File: src/rtl/jgkf_pkg.sv
// Package: types, constants and microcode table of the jump-gated force filter.
`timescale 1ns / 1ps

package jgkf_pkg;

	// Block shape
	localparam int AXES      = 3;
	localparam int FRAC_BITS = 16;
	localparam int DATA_W    = 32;

	// Configuration register widths
	localparam int Q_W       = 17;
	localparam int R_W       = 23;
	localparam int THR_W     = 31;
	localparam int BLEND_W   = 17;
	localparam int CFG_W     = 31;
	localparam int CFG_IDX_W = 2;

	// Reset values of the registers (Q16.16 codes)
	localparam logic [Q_W-1:0]     PROCESS_NOISE_RST     = Q_W'(66);
	localparam logic [R_W-1:0]     MEASUREMENT_NOISE_RST = R_W'(6554);
	localparam logic [THR_W-1:0]   JUMP_THRESHOLD_RST    = THR_W'(3932160);
	localparam logic [BLEND_W-1:0] BLEND_WEIGHT_RST      = BLEND_W'(25035);

	// Datapath widths
	localparam int GAIN_W  = FRAC_BITS + 1;           // gain in [0, ONE]
	localparam int PP_W    = DATA_W + 1;              // P + Q
	localparam int DEN_W   = DATA_W + 2;              // P + Q + R
	localparam int DIFF_W  = DATA_W + 1;              // sample minus estimate
	localparam int MUL_A_W = DATA_W + 2;
	localparam int MUL_B_W = GAIN_W + 1;
	localparam int PROD_W  = MUL_A_W + MUL_B_W;
	localparam int PRED_W  = DATA_W + 4;              // prediction and sums before clamp
	localparam int DIV_CNT_W = $clog2(FRAC_BITS);
	localparam int AXIS_W  = (AXES > 1) ? $clog2(AXES) : 1;

	// Register indexes
	typedef enum logic [CFG_IDX_W-1:0] {
		REG_PROCESS_NOISE     = 2'd0,
		REG_MEASUREMENT_NOISE = 2'd1,
		REG_JUMP_THRESHOLD    = 2'd2,
		REG_BLEND_WEIGHT      = 2'd3
	} cfg_reg_t;

	// Request payloads
	typedef struct packed {
		logic signed [DATA_W-1:0] force_x;
		logic signed [DATA_W-1:0] force_y;
		logic signed [DATA_W-1:0] force_z;
	} sample_t;

	typedef struct packed {
		logic signed [DATA_W-1:0] filtered_x;
		logic signed [DATA_W-1:0] filtered_y;
		logic signed [DATA_W-1:0] filtered_z;
		logic signed [DATA_W-1:0] delta_x;
		logic signed [DATA_W-1:0] delta_y;
		logic signed [DATA_W-1:0] delta_z;
	} result_t;

	// Datapath micro-operations
	typedef enum logic [3:0] {
		OP_NOP,
		OP_PREP,      // P+Q and P+Q+R
		OP_DIV_INT,   // integer quotient bit of the gain
		OP_DIV_STEP,  // one fraction bit of the gain
		OP_CLAMP,     // limit gain to one
		OP_MUL_COV,   // (ONE-K)*Pp
		OP_COV_WB,    // store new covariance, start axis loop
		OP_DIFF,      // z - x
		OP_MUL_Z,     // z*w, jump test
		OP_MUL_X,     // x*(ONE-w)
		OP_BLEND,     // rounded blend or old estimate
		OP_MUL_G,     // K*(z-x)
		OP_ROUND,     // round the innovation term
		OP_EST,       // new saturated estimate
		OP_STORE,     // write estimate and delta, next axis
		OP_OUT        // load the output register
	} uop_t;

	// Jump conditions
	typedef enum logic [2:0] {
		C_NEXT,
		C_ALWAYS,
		C_NO_REQ,
		C_DIV_LOOP,
		C_AXIS_LOOP,
		C_OUT_BUSY
	} cond_t;

	localparam int STEP_W = 5;
	typedef logic [STEP_W-1:0] step_t;

	localparam step_t STEP_IDLE     = 5'd0;
	localparam step_t STEP_PREP     = 5'd1;
	localparam step_t STEP_DIV_INT  = 5'd2;
	localparam step_t STEP_DIV      = 5'd3;
	localparam step_t STEP_CLAMP    = 5'd4;
	localparam step_t STEP_MUL_COV  = 5'd5;
	localparam step_t STEP_COV_WB   = 5'd6;
	localparam step_t STEP_AXIS     = 5'd7;
	localparam step_t STEP_MUL_Z    = 5'd8;
	localparam step_t STEP_MUL_X    = 5'd9;
	localparam step_t STEP_BLEND    = 5'd10;
	localparam step_t STEP_MUL_G    = 5'd11;
	localparam step_t STEP_ROUND    = 5'd12;
	localparam step_t STEP_EST      = 5'd13;
	localparam step_t STEP_STORE    = 5'd14;
	localparam step_t STEP_OUT_WAIT = 5'd15;
	localparam step_t STEP_OUT      = 5'd16;

	// One control word per step
	typedef struct packed {
		uop_t  op;
		cond_t cond;
		step_t target;
	} ctrl_t;

	// Microcode ROM: jump to target when the condition holds, else fall through
	function automatic ctrl_t ucode(input step_t step);
		ctrl_t cw;
		cw = '{op: OP_NOP, cond: C_ALWAYS, target: STEP_IDLE};
		unique case (step)
			STEP_IDLE:     cw = '{op: OP_NOP,       cond: C_NO_REQ,    target: STEP_IDLE};
			STEP_PREP:     cw = '{op: OP_PREP,      cond: C_NEXT,      target: STEP_IDLE};
			STEP_DIV_INT:  cw = '{op: OP_DIV_INT,   cond: C_NEXT,      target: STEP_IDLE};
			STEP_DIV:      cw = '{op: OP_DIV_STEP,  cond: C_DIV_LOOP,  target: STEP_DIV};
			STEP_CLAMP:    cw = '{op: OP_CLAMP,     cond: C_NEXT,      target: STEP_IDLE};
			STEP_MUL_COV:  cw = '{op: OP_MUL_COV,   cond: C_NEXT,      target: STEP_IDLE};
			STEP_COV_WB:   cw = '{op: OP_COV_WB,    cond: C_NEXT,      target: STEP_IDLE};
			STEP_AXIS:     cw = '{op: OP_DIFF,      cond: C_NEXT,      target: STEP_IDLE};
			STEP_MUL_Z:    cw = '{op: OP_MUL_Z,     cond: C_NEXT,      target: STEP_IDLE};
			STEP_MUL_X:    cw = '{op: OP_MUL_X,     cond: C_NEXT,      target: STEP_IDLE};
			STEP_BLEND:    cw = '{op: OP_BLEND,     cond: C_NEXT,      target: STEP_IDLE};
			STEP_MUL_G:    cw = '{op: OP_MUL_G,     cond: C_NEXT,      target: STEP_IDLE};
			STEP_ROUND:    cw = '{op: OP_ROUND,     cond: C_NEXT,      target: STEP_IDLE};
			STEP_EST:      cw = '{op: OP_EST,       cond: C_NEXT,      target: STEP_IDLE};
			STEP_STORE:    cw = '{op: OP_STORE,     cond: C_AXIS_LOOP, target: STEP_AXIS};
			STEP_OUT_WAIT: cw = '{op: OP_NOP,       cond: C_OUT_BUSY,  target: STEP_OUT_WAIT};
			STEP_OUT:      cw = '{op: OP_OUT,       cond: C_ALWAYS,    target: STEP_IDLE};
			default:       cw = '{op: OP_NOP,       cond: C_ALWAYS,    target: STEP_IDLE};
		endcase
		return cw;
	endfunction

	// Clamp to the signed 32-bit range
	function automatic logic signed [DATA_W-1:0] sat32(input logic signed [PRED_W-1:0] v);
		logic signed [PRED_W-1:0] hi;
		logic signed [PRED_W-1:0] lo;
		hi = PRED_W'({1'b0, {(DATA_W-1){1'b1}}});
		lo = -hi - PRED_W'(1);
		if (v > hi)
			return {1'b0, {(DATA_W-1){1'b1}}};
		else if (v < lo)
			return {1'b1, {(DATA_W-1){1'b0}}};
		else
			return v[DATA_W-1:0];
	endfunction

endpackage

File: src/rtl/jump_gated_kalman_force_filter.sv
// Top level: jump-gated scalar Kalman filter over three force axes, microcoded datapath.
// A new sample is taken only in the idle step, so one sample is in flight at a time; the pace is
// set by the bit-serial gain divider and the single shared multiplier stepped per axis, and the
// sequencer waits before loading the output while an earlier result has not been taken.
// Reset: estimates clear to zero, covariance to one, registers to their defaults.
`timescale 1ns / 1ps

module jump_gated_kalman_force_filter (
	input  logic                              clk,
	input  logic                              arst_n,
	input  logic                              sample_valid,
	output logic                              sample_ready,
	input  jgkf_pkg::sample_t                 sample,
	output logic                              result_valid,
	input  logic                              result_ready,
	output jgkf_pkg::result_t                 result,
	input  logic                              cfg_we,
	input  logic [jgkf_pkg::CFG_IDX_W-1:0]    cfg_index,
	input  logic [jgkf_pkg::CFG_W-1:0]        cfg_data
);

	localparam int F       = jgkf_pkg::FRAC_BITS;
	localparam int AXES    = jgkf_pkg::AXES;
	localparam int DATA_W  = jgkf_pkg::DATA_W;
	localparam int GAIN_W  = jgkf_pkg::GAIN_W;
	localparam int PP_W    = jgkf_pkg::PP_W;
	localparam int DEN_W   = jgkf_pkg::DEN_W;
	localparam int DIFF_W  = jgkf_pkg::DIFF_W;
	localparam int MUL_A_W = jgkf_pkg::MUL_A_W;
	localparam int MUL_B_W = jgkf_pkg::MUL_B_W;
	localparam int PROD_W  = jgkf_pkg::PROD_W;
	localparam int PRED_W  = jgkf_pkg::PRED_W;
	localparam int CNT_W   = jgkf_pkg::DIV_CNT_W;
	localparam int AXIS_W  = jgkf_pkg::AXIS_W;

	localparam logic [GAIN_W-1:0] GAIN_ONE = {1'b1, {F{1'b0}}};
	localparam logic signed [PROD_W:0] ROUND_HALF =
		{{(PROD_W+1-F){1'b0}}, 1'b1, {(F-1){1'b0}}};
	localparam logic [CNT_W-1:0]  DIV_LAST  = CNT_W'(F - 1);
	localparam logic [AXIS_W-1:0] AXIS_LAST = AXIS_W'(AXES - 1);

	// Sequencer
	jgkf_pkg::step_t pc_q, pc_next;
	jgkf_pkg::ctrl_t cw;
	logic            jump;
	logic            in_fire;
	logic            out_fire;

	// Configuration registers
	logic [jgkf_pkg::Q_W-1:0]     q_noise_q;
	logic [jgkf_pkg::R_W-1:0]     r_noise_q;
	logic [jgkf_pkg::THR_W-1:0]   thr_q;
	logic [jgkf_pkg::BLEND_W-1:0] blend_q;

	// Filter state
	logic signed [DATA_W-1:0] est_mem_q [AXES];
	logic        [DATA_W-1:0] cov_q;

	// Datapath registers
	logic signed [DATA_W-1:0] z_q      [AXES];
	logic signed [DATA_W-1:0] res_f_q  [AXES];
	logic signed [DATA_W-1:0] res_d_q  [AXES];
	logic        [PP_W-1:0]   pp_q;
	logic        [DEN_W-1:0]  den_q;
	logic        [DEN_W-1:0]  rem_q;
	logic        [GAIN_W-1:0] gain_q;
	logic        [CNT_W-1:0]  div_cnt_q;
	logic        [AXIS_W-1:0] axis_q;
	logic signed [DIFF_W-1:0] diff_q;
	logic                     jump_q;
	logic signed [PROD_W-1:0] mul_q;
	logic signed [PROD_W-1:0] acc_q;
	logic signed [PRED_W-1:0] pred_q;
	logic signed [PRED_W-1:0] rnd_q;
	logic signed [DATA_W-1:0] est_q;
	logic                     result_valid_q;
	jgkf_pkg::result_t        result_q;

	// Combinational datapath
	logic signed [DATA_W-1:0]  z_sel;
	logic signed [DATA_W-1:0]  x_sel;
	logic signed [MUL_A_W-1:0] mul_a;
	logic signed [MUL_B_W-1:0] mul_b;
	logic                      is_mul;
	logic                      int_ge;
	logic        [DEN_W:0]     rem2;
	logic                      step_ge;
	logic        [DIFF_W-1:0]  mag;
	logic signed [PROD_W:0]    blend_sum;
	logic signed [PROD_W:0]    rnd_sum;
	logic signed [PRED_W-1:0]  est_sum;
	logic signed [PRED_W-1:0]  delta_sum;

	assign in_fire      = sample_valid & sample_ready;
	assign out_fire     = result_valid_q & result_ready;
	assign sample_ready = (pc_q == jgkf_pkg::STEP_IDLE);
	assign result_valid = result_valid_q;
	assign result       = result_q;

	// Microcode fetch and jump decision
	assign cw = jgkf_pkg::ucode(pc_q);

	always_comb begin
		unique case (cw.cond)
			jgkf_pkg::C_NEXT:      jump = 1'b0;
			jgkf_pkg::C_ALWAYS:    jump = 1'b1;
			jgkf_pkg::C_NO_REQ:    jump = ~in_fire;
			jgkf_pkg::C_DIV_LOOP:  jump = (div_cnt_q != DIV_LAST);
			jgkf_pkg::C_AXIS_LOOP: jump = (axis_q != AXIS_LAST);
			jgkf_pkg::C_OUT_BUSY:  jump = result_valid_q & ~result_ready;
			default:               jump = 1'b1;
		endcase
	end

	always_comb begin
		if (jump)
			pc_next = cw.target;
		else
			pc_next = pc_q + jgkf_pkg::step_t'(1);
	end

	always_ff @(posedge clk or negedge arst_n) begin
		if (!arst_n)
			pc_q <= jgkf_pkg::STEP_IDLE;
		else
			pc_q <= pc_next;
	end

	// Configuration writes
	always_ff @(posedge clk or negedge arst_n) begin
		if (!arst_n) begin
			q_noise_q <= jgkf_pkg::PROCESS_NOISE_RST;
			r_noise_q <= jgkf_pkg::MEASUREMENT_NOISE_RST;
			thr_q     <= jgkf_pkg::JUMP_THRESHOLD_RST;
			blend_q   <= jgkf_pkg::BLEND_WEIGHT_RST;
		end else if (cfg_we) begin
			unique case (jgkf_pkg::cfg_reg_t'(cfg_index))
				jgkf_pkg::REG_PROCESS_NOISE:     q_noise_q <= cfg_data[jgkf_pkg::Q_W-1:0];
				jgkf_pkg::REG_MEASUREMENT_NOISE: r_noise_q <= cfg_data[jgkf_pkg::R_W-1:0];
				jgkf_pkg::REG_JUMP_THRESHOLD:    thr_q     <= cfg_data[jgkf_pkg::THR_W-1:0];
				jgkf_pkg::REG_BLEND_WEIGHT:      blend_q   <= cfg_data[jgkf_pkg::BLEND_W-1:0];
				default: ;
			endcase
		end
	end

	// Per-axis operand select
	assign z_sel = z_q[axis_q];
	assign x_sel = est_mem_q[axis_q];

	// Shared multiplier operands
	always_comb begin
		mul_a  = '0;
		mul_b  = '0;
		is_mul = 1'b0;
		unique case (cw.op)
			jgkf_pkg::OP_MUL_COV: begin
				mul_a  = $signed({1'b0, pp_q});
				mul_b  = $signed({1'b0, GAIN_ONE - gain_q});
				is_mul = 1'b1;
			end
			jgkf_pkg::OP_MUL_Z: begin
				mul_a  = MUL_A_W'(z_sel);
				mul_b  = $signed({1'b0, blend_q});
				is_mul = 1'b1;
			end
			jgkf_pkg::OP_MUL_X: begin
				mul_a  = MUL_A_W'(x_sel);
				mul_b  = $signed({1'b0, GAIN_ONE}) - $signed({1'b0, blend_q});
				is_mul = 1'b1;
			end
			jgkf_pkg::OP_MUL_G: begin
				mul_a  = MUL_A_W'(diff_q);
				mul_b  = $signed({1'b0, gain_q});
				is_mul = 1'b1;
			end
			default: ;
		endcase
	end

	// Divider compares, jump test and rounding sums
	assign int_ge    = ({1'b0, pp_q} >= den_q);
	assign rem2      = {rem_q, 1'b0};
	assign step_ge   = (rem2 >= {1'b0, den_q});
	assign mag       = diff_q[DIFF_W-1] ? DIFF_W'(-diff_q) : DIFF_W'(diff_q);
	assign blend_sum = (PROD_W+1)'(acc_q) + (PROD_W+1)'(mul_q) + ROUND_HALF;
	assign rnd_sum   = (PROD_W+1)'(mul_q) + ROUND_HALF;
	assign est_sum   = pred_q + rnd_q;
	assign delta_sum = PRED_W'(est_q) - PRED_W'(x_sel);

	// Filter state: shared covariance and per-axis estimates
	always_ff @(posedge clk or negedge arst_n) begin
		if (!arst_n) begin
			cov_q <= DATA_W'(GAIN_ONE);
			for (int i = 0; i < AXES; i++)
				est_mem_q[i] <= '0;
		end else begin
			if (cw.op == jgkf_pkg::OP_COV_WB) begin
				if (|mul_q[PROD_W-1:F+DATA_W])
					cov_q <= '1;
				else
					cov_q <= mul_q[F+DATA_W-1:F];
			end
			if (cw.op == jgkf_pkg::OP_STORE)
				est_mem_q[axis_q] <= est_q;
		end
	end

	// Loop counters
	always_ff @(posedge clk or negedge arst_n) begin
		if (!arst_n) begin
			div_cnt_q <= '0;
			axis_q    <= '0;
		end else begin
			if (cw.op == jgkf_pkg::OP_DIV_INT)
				div_cnt_q <= '0;
			else if (cw.op == jgkf_pkg::OP_DIV_STEP)
				div_cnt_q <= div_cnt_q + CNT_W'(1);
			if (cw.op == jgkf_pkg::OP_COV_WB)
				axis_q <= '0;
			else if (cw.op == jgkf_pkg::OP_STORE && axis_q != AXIS_LAST)
				axis_q <= axis_q + AXIS_W'(1);
		end
	end

	// Output register handshake
	always_ff @(posedge clk or negedge arst_n) begin
		if (!arst_n)
			result_valid_q <= 1'b0;
		else if (cw.op == jgkf_pkg::OP_OUT)
			result_valid_q <= 1'b1;
		else if (out_fire)
			result_valid_q <= 1'b0;
	end

	// Datapath payload registers
	always_ff @(posedge clk) begin
		if (in_fire) begin
			z_q[0] <= sample.force_x;
			z_q[1] <= sample.force_y;
			z_q[2] <= sample.force_z;
		end
		if (is_mul)
			mul_q <= mul_a * mul_b;
		unique case (cw.op)
			jgkf_pkg::OP_PREP: begin
				pp_q  <= PP_W'(cov_q) + PP_W'(q_noise_q);
				den_q <= DEN_W'(cov_q) + DEN_W'(q_noise_q) + DEN_W'(r_noise_q);
			end
			jgkf_pkg::OP_DIV_INT: begin
				rem_q  <= int_ge ? DEN_W'({1'b0, pp_q} - den_q) : DEN_W'(pp_q);
				gain_q <= GAIN_W'(int_ge);
			end
			jgkf_pkg::OP_DIV_STEP: begin
				rem_q  <= step_ge ? DEN_W'(rem2 - {1'b0, den_q}) : rem2[DEN_W-1:0];
				gain_q <= {gain_q[GAIN_W-2:0], step_ge};
			end
			jgkf_pkg::OP_CLAMP: begin
				// zero denominator leaves an all-ones quotient
				if (gain_q > GAIN_ONE)
					gain_q <= GAIN_ONE;
			end
			jgkf_pkg::OP_DIFF: begin
				diff_q <= DIFF_W'(z_sel) - DIFF_W'(x_sel);
			end
			jgkf_pkg::OP_MUL_Z: begin
				jump_q <= (mag >= DIFF_W'(thr_q));
			end
			jgkf_pkg::OP_MUL_X: begin
				acc_q <= mul_q;
			end
			jgkf_pkg::OP_BLEND: begin
				if (jump_q)
					pred_q <= $signed(blend_sum[F+PRED_W-1:F]);
				else
					pred_q <= PRED_W'(x_sel);
			end
			jgkf_pkg::OP_ROUND: begin
				rnd_q <= $signed(rnd_sum[F+PRED_W-1:F]);
			end
			jgkf_pkg::OP_EST: begin
				est_q <= jgkf_pkg::sat32(est_sum);
			end
			jgkf_pkg::OP_STORE: begin
				res_f_q[axis_q] <= est_q;
				res_d_q[axis_q] <= jgkf_pkg::sat32(delta_sum);
			end
			jgkf_pkg::OP_OUT: begin
				result_q.filtered_x <= res_f_q[0];
				result_q.filtered_y <= res_f_q[1];
				result_q.filtered_z <= res_f_q[2];
				result_q.delta_x    <= res_d_q[0];
				result_q.delta_y    <= res_d_q[1];
				result_q.delta_z    <= res_d_q[2];
			end
			default: ;
		endcase
	end

endmodule
File: config.mk
export PLATFORM = sky130hd
export DESIGN_NAME = jump_gated_kalman_force_filter
export DESIGN_NICKNAME = d
export VERILOG_FILES = /design/src/rtl/jgkf_pkg.sv /design/src/rtl/jump_gated_kalman_force_filter.sv
export SDC_FILE = /design/constraint.sdc
export NUM_CORES = 2
export LEC_CHECK = 0
export BUFFER_PORTS_ARGS = -buffer_cell sky130_fd_sc_hd__buf_2
export CELL_PAD_IN_SITES_DETAIL_PLACEMENT = 0
export CELL_PAD_IN_SITES_GLOBAL_PLACEMENT = 1
export CORE_MARGIN = 8
export CORE_UTILIZATION = 51
export DETAILED_ROUTE_END_ITERATION = 12
export PLACE_DENSITY_LB_ADDON = 0.1
export SYNTH_ARGS = -nofsm -noshare
export SYNTH_HDL_FRONTEND = slang
export SYNTH_SLANG_ARGS = --single-unit
File: constraint.sdc
create_clock -name clk -period 14.5 [get_ports clk]
set_input_delay 4.35 -clock clk [delete_from_list [all_inputs] [get_ports clk]]
set_output_delay 4.35 -clock clk [all_outputs]
set_load 0.01 [all_outputs]
### After elaboration in Yosys (flattened, before gate mapping)

Memory sizes are Yosys's and may differ from the RTL's. A register that Yosys moved wholly into a read port is not among the register bits.
Cells that the tools add are included.

* equal/unequal tests: 25
* multipliers: 1
* bitwise gates (word level): 6
* multiplexer cells: 33
* divide/modulo/power cells: 0
* add/subtract/negate cells: 17
* shifts and indexed selects: 0
* reductions and logical operators: 16
* magnitude comparators: 10

Operators with widths (count)
* 32-bit two-way mux: 8
* 34-bit case mux with 4 select lines: 1
* 52-bit by 17-bit adder with 52-bit output (second input constant): 2
* 96-bit bitwise mux: 1
* 18-bit case mux with 4 select lines: 1
* 34-bit two-way mux: 2
* 34-bit case mux with 2 select lines: 1
* 32-bit by 17-bit adder with 33-bit output: 2
* 32-bit by 32-bit subtractor with 33-bit output: 2
* 32-bit binary-select mux with 2-bit select: 1
* 32-bit demux with 2-bit select: 1
* 52-bit adder: 1
* 34-bit by 18-bit multiplier with 52-bit output: 1
* 17-bit case mux with 3 select lines: 1
* 36-bit adder: 1
* 36-bit by 32-bit > comparator with 1-bit output (second input constant): 1
* 36-bit by 32-bit < comparator with 1-bit output (second input constant): 1
* 36-bit two-way mux: 1
* 35-bit by 34-bit greater-or-equal comparator with 1-bit output: 1
* 33-bit by 23-bit adder with 34-bit output: 1
* 33-bit by 34-bit greater-or-equal comparator with 1-bit output: 1
* 33-bit by 34-bit subtractor with 34-bit output: 1
* 34-bit subtractor: 1
* 33-bit by 31-bit greater-or-equal comparator with 1-bit output: 1
* 39 further kinds: 73

* ROM bits: 352
* bits in writable memories: 288
* output and inout bits: 194
* bits in latches: 0
* register bits after elaboration: 588
* input port bits: 134
* memories: 4

Memory list
* (name not given): depth 32, bits a word 11, rd ports 1, clocked after memory_dff 0, wr ports 0, line jgkf_pkg.sv:123 `unique case (step)`
* res_d_q: depth 3, bits a word 32, rd ports 3, clocked after memory_dff 3, wr ports 1, line jump_gated_kalman_force_filter.sv:62 `logic signed [DATA_W-1:0] res_d_q [AXES];`
* res_f_q: depth 3, bits a word 32, rd ports 3, clocked after memory_dff 3, wr ports 1, line jump_gated_kalman_force_filter.sv:61 `logic signed [DATA_W-1:0] res_f_q [AXES];`
* z_q: depth 3, bits a word 32, rd ports 1, clocked after memory_dff 0, wr ports 3, line jump_gated_kalman_force_filter.sv:60 `logic signed [DATA_W-1:0] z_q [AXES];`

### Logic depth before layout (Yosys ltp)

* depth in word-level cells: 9
* gate-level depth with buffers: 39
* gate-level depth less buffers: 36

### Least setup slack after synthesis

OpenSTA, ideal clock, no wires.

* path type: register to register
* start point: register pc_q[1]
* end point: register result[0] (netlist name)
* cell stages (with the launch flop): 9
* path slack: 4.266 ns
* data arrival time: 9.486 ns
* setup time: 0.747 ns
* required time: 13.753 ns
* clock period less this slack: 10.234 ns
* cell sequence: dfrtp_1 > inv_1 > ha_1 > nand3_1 > a21oi_1 > nor2_1 > or2_2 > clkbuf_1 > nor2_1

* cells in the longest elaborated chain, start to end: 2

RTL lines
* start: declaration: line jump_gated_kalman_force_filter.sv:43 `jgkf_pkg::step_t pc_q, pc_next;`
* start signal: assignment: line jump_gated_kalman_force_filter.sv:124 `pc_q <= jgkf_pkg::STEP_IDLE;`
* start signal: assignment: line jump_gated_kalman_force_filter.sv:126 `pc_q <= pc_next;`
* memory 32 x 11 bit
* 4-bit equality test: line jump_gated_kalman_force_filter.sv:245 `unique case (cw.op)`

Every way passes these cells.
A chain may end at the register's enable or synchronous reset.

### Worst setup path after layout

* start point: register pc_q[3]
* end point: register mul_q[51] (data pin)

* cells in the longest elaborated chain, start to end: 4

RTL lines
* memory 32 x 11 bit *
* 4-bit equality test or 4-bit by 3-bit equality test with 1-bit output (tied branches): line jump_gated_kalman_force_filter.sv:156 `unique case (cw.op)`
* 34-bit case mux with 4 select lines or 18-bit case mux with 4 select lines (tied branches): line jump_gated_kalman_force_filter.sv:156
* 34-bit by 18-bit multiplier with 52-bit output *: line jump_gated_kalman_force_filter.sv:244 `mul_q <= mul_a * mul_b;`
* end signal: assignment: line jump_gated_kalman_force_filter.sv:244
* end: declaration: line jump_gated_kalman_force_filter.sv:71 `logic signed [PROD_W-1:0] mul_q;`

Mark *: on every way between the ends. The rest lies on a longest branch, timed or not.

==> impl_results.md <==
* Core Area at 147,000 sq um
* Share of layout cells above drive strength 1 at 12.7%
* Antenna-violating nets left at 0
* Hold violation count in the final report at 0
* Crit path max-delay cell type: dfrtp_1
* Post-route DRC at 0
* Hold path depth at 0
* Initial antenna violation count at 17
* H-tree level count at 3
* Synthesized area at 75,500 sq um
* Critical Path Source Type: flip-flop
* GR Overflow Total at 0
* Setup CP Type: flip-flop to flip-flop
* Top FF cell, synth: edfxtp_1
* Crit share post-route at 77.0%
* Synth area leader: edfxtp_1
* Final Setup Violations at 0
* Initial Utilization at 51.3%
* Setup TNS at 0 ns
* Clock transition at path regs at 0.06 ns
* Flop-to-flop setup slack at 3.33 ns
* Hold EP: result[52]$_DFFE_PP_
* Final hold slack at 0.414 ns
* Setup repair bufs after CTS at 0
* Peak VDD IR at 0.000154 V
* Most numerous cell in the Yosys netlist: inv_1
* M1 WL at 103,000 um
* Metal2 WL at 108,000 um
* Hpwl dp at 188,000 um
* Crit end category: flip-flop
* Ys async rst share at 21.4%
* I/O Buffers at 327
* Rows at 141
* Pwr Total at 16.4 mW
* Reg-to-reg critical path startpoint: pc_q[3]$_DFF_PN0_
* CTS max path bufs at 3
* PwrDens at 196 nW/um^2
* Arr. time, crit path at 11.63 ns
* Ys Warns at 0
* Largest net degree at the start of global routing at 175
* Cts hold-fix bufs at 0
* Worst Path Required at 14.96 ns
* Inserted Clock Buffers at 113
* Run status: finished, final reports clean
* TritonCTS Sinks at 1,067
* Synth Instances at 6,987
* CTS resizes at 0
* Post-layout net count at 8,556
* Top post-synthesis cells by count: inv_1 (871), edfxtp_1 (839), nand2_1 (679), fa_1 (609), nor2_1 (568)
* Ports at 328
* Die Ht at 401 um
* Least-Margin Pin Slew at 1.39 ns
* Total number of vias at 54,700
* Worst min-delay path category: flip-flop to flip-flop
* Root buffer cell: clkbuf_16
* Routed Wire Length at 242,000 um
* Die area at 161,000 sq um
* Max-cap violation count at 0
* Gr usage total at 29.6%
* Achievable frequency at 0.0895 GHz
* Post-Syn Nets at 8,211
* Max Fanout on Critical Path at 45
* Placed cells at 9,146
* Unique masters post-synth at 80
* EDFF count, synth at 839
* Reg2Reg Depth at 34
* CTS tree: done
* DR top layer: met5
* Fin crit period at 11.17 ns
* Cell family with most CP delay: adder cells
* Max-slew violation count at 0
* Most area-consuming cells after synthesis: edfxtp_1 (33%), fa_1 (16%), ha_1 (8.0%)
* Iter 0 DRT Violations at 4,656
* Max incr delay on CP at 0.60 ns
* Routed WL per cell at 25.9 um
* GP Congestion at 0.954
* Global-route wire length before repair at 358,000 um
* Share of the synthesized area in the top cell type at 33.4%
* Worst rel slew slack at 6.55%
* HP Start: res_d_q[1][20]$_DFFE_PP_
* Layout Cells excl Fill at 9,371
* Number of global-route vias before repair at 54,500
* Most Frequent Cell on Critical Path: fa_1
* Detailed Routing Iterations Pass 1 at 8
* Mean Syn Cell Area at 10.8 sq um
* Unrepaired setup endpoints after global routing: no
* Clk Latency, worst-skew pair at 0.79 ns
* #FFs+latches synth at 1,067
* Pleak at 35.8 nW
* Die X at 401 um
* Buf/Inv on CP at 9
* Reg-to-Reg End: mul_q[51]$_DFFE_PN_
* Area delta synth->final at 11.1%
* DR vias/cell at 5.83
* FILL cells at 12,700
* Setup Skew at 0.0863 ns
* Metal3 WL at 19,800 um
* Seq/Total Area, Yosys at 41.0%
## cell families (layout without fill, tap and decap cells)
group | count (synthesis) | in the layout | synth area share, %
simple gates | 1801 | 1801 | 10.7
compound gates | 1296 | 1296 | 10.8
buf+inv | 1119 | 1563 | 5.60
fa+ha+maj | 1091 | 1091 | 24.1
flops | 1067 | 1067 | 41.0
xor+xnor | 350 | 350 | 4.06
mux | 263 | 263 | 3.78
other cells | 0 | 10 | 0
## worst max-delay path by stage
stage,start,to,depth (start not counted)
global placement,pc_q[3]$_DFF_PN0_,mul_q[51]$_DFFE_PN_,34
global route,pc_q[3]$_DFF_PN0_,mul_q[51]$_DFFE_PN_,34
CTS,pc_q[3]$_DFF_PN0_,mul_q[51]$_DFFE_PN_,34
detailed placement,pc_q[3]$_DFF_PN0_,mul_q[51]$_DFFE_PN_,34
finish,pc_q[3]$_DFF_PN0_,mul_q[51]$_DFFE_PN_,34
floorplan,pc_q[1]$_DFF_PN0_,result[0]$_DFFE_PP_,8
## sequential cells by signal, indices dropped and copies added, names as in the netlist, 5 cells and up
signal and flops:
pred_q 36, res_d_q 96, blend_q 17, den_q 33, est_mem_q 96, r_noise_q 23
acc_q 52, est_q 32, rnd_q 36, diff_q 33, cov_q 32, rem_q 34
pp_q 33, mul_q 52, gain_q 17, pc_q 5, thr_q 31, result 192
q_noise_q 17, res_f_q 96, z_q 96
## final cells by class
type / count / area (sq um) / area share [%]
multi-input combinational: 4801 / 40600 / 48.3
sequential: 1067 / 30900 / 36.9
inverter: 873 / 3280 / 3.91
clock buffer: 142 / 3100 / 3.70
timing repair buffer: 476 / 2780 / 3.31
tap: 1930 / 2410 / 2.88
clock inverter: 72 / 811 / 0.966
antenna: 10 / 25.0 / 0.0298
## layout by cell type (no fill, tap or decap), types with 27 or more instances in the layout
cell and instances:
xnor2_1 234, nand4_1 55, o21bai_1 27, buf_2 326
mux2_2 179, or3_1 37, clkbuf_16 117, edfxtp_1 839
mux2i_1 84, a31oi_1 28, buf_4 148, nand2b_1 75
and2_1 45, a211oi_1 48, and3_1 36, a21o_1 148
nand3_1 88, o21ai_0 356, a21oi_1 386, xor2_1 116
nor2b_1 67, fa_1 609, a221o_1 34, nor2_1 557
inv_1 867, nand2_1 677, dfrtp_1 204, o21a_1 44
a221oi_1 36, ha_1 481, nor3_1 51
## through the flow
step	cell area, sq um	util [%]	setup slack [ns]
after floorplan	75500	-	4.27
after global placement	80000	54.3	3.65
after detailed placement	80000	54.3	3.55
after CTS	83900	56.9	3.44
after global routing	83900	56.9	2.77
final	83900	57.0	3.33
## per-layer routing
| metal | up-vias | GRT usage, % |
|---|---|---|
| met2 | 2161 | 45.9 |
| met1 | 27400 | 40.8 |
| met5 | - | 0 |
| li1 | 24600 | - |
| met3 | 454 | 6.03 |
| met4 | 8 | 12.0 |
## power by group
part / internal, mW / switching [mW]
clock: 1.73 / 1.30
sequential: 4.29 / 0.611
combinational: 3.02 / 5.47
total: 9.04 / 7.38
## worst register-to-register path: cells and delay by family (launching register included)
| family | cells | cell delay, ns |
|---|---|---|
| flops | 1 | 0.60 |
| simple gates | 9 | 2.31 |
| xor+xnor | 1 | 0.07 |
| buf+inv | 9 | 1.69 |
| fa+ha+maj | 7 | 3.50 |
| compound gates | 8 | 2.73 |
No activity file was read; power rests on OpenSTA's default activity.
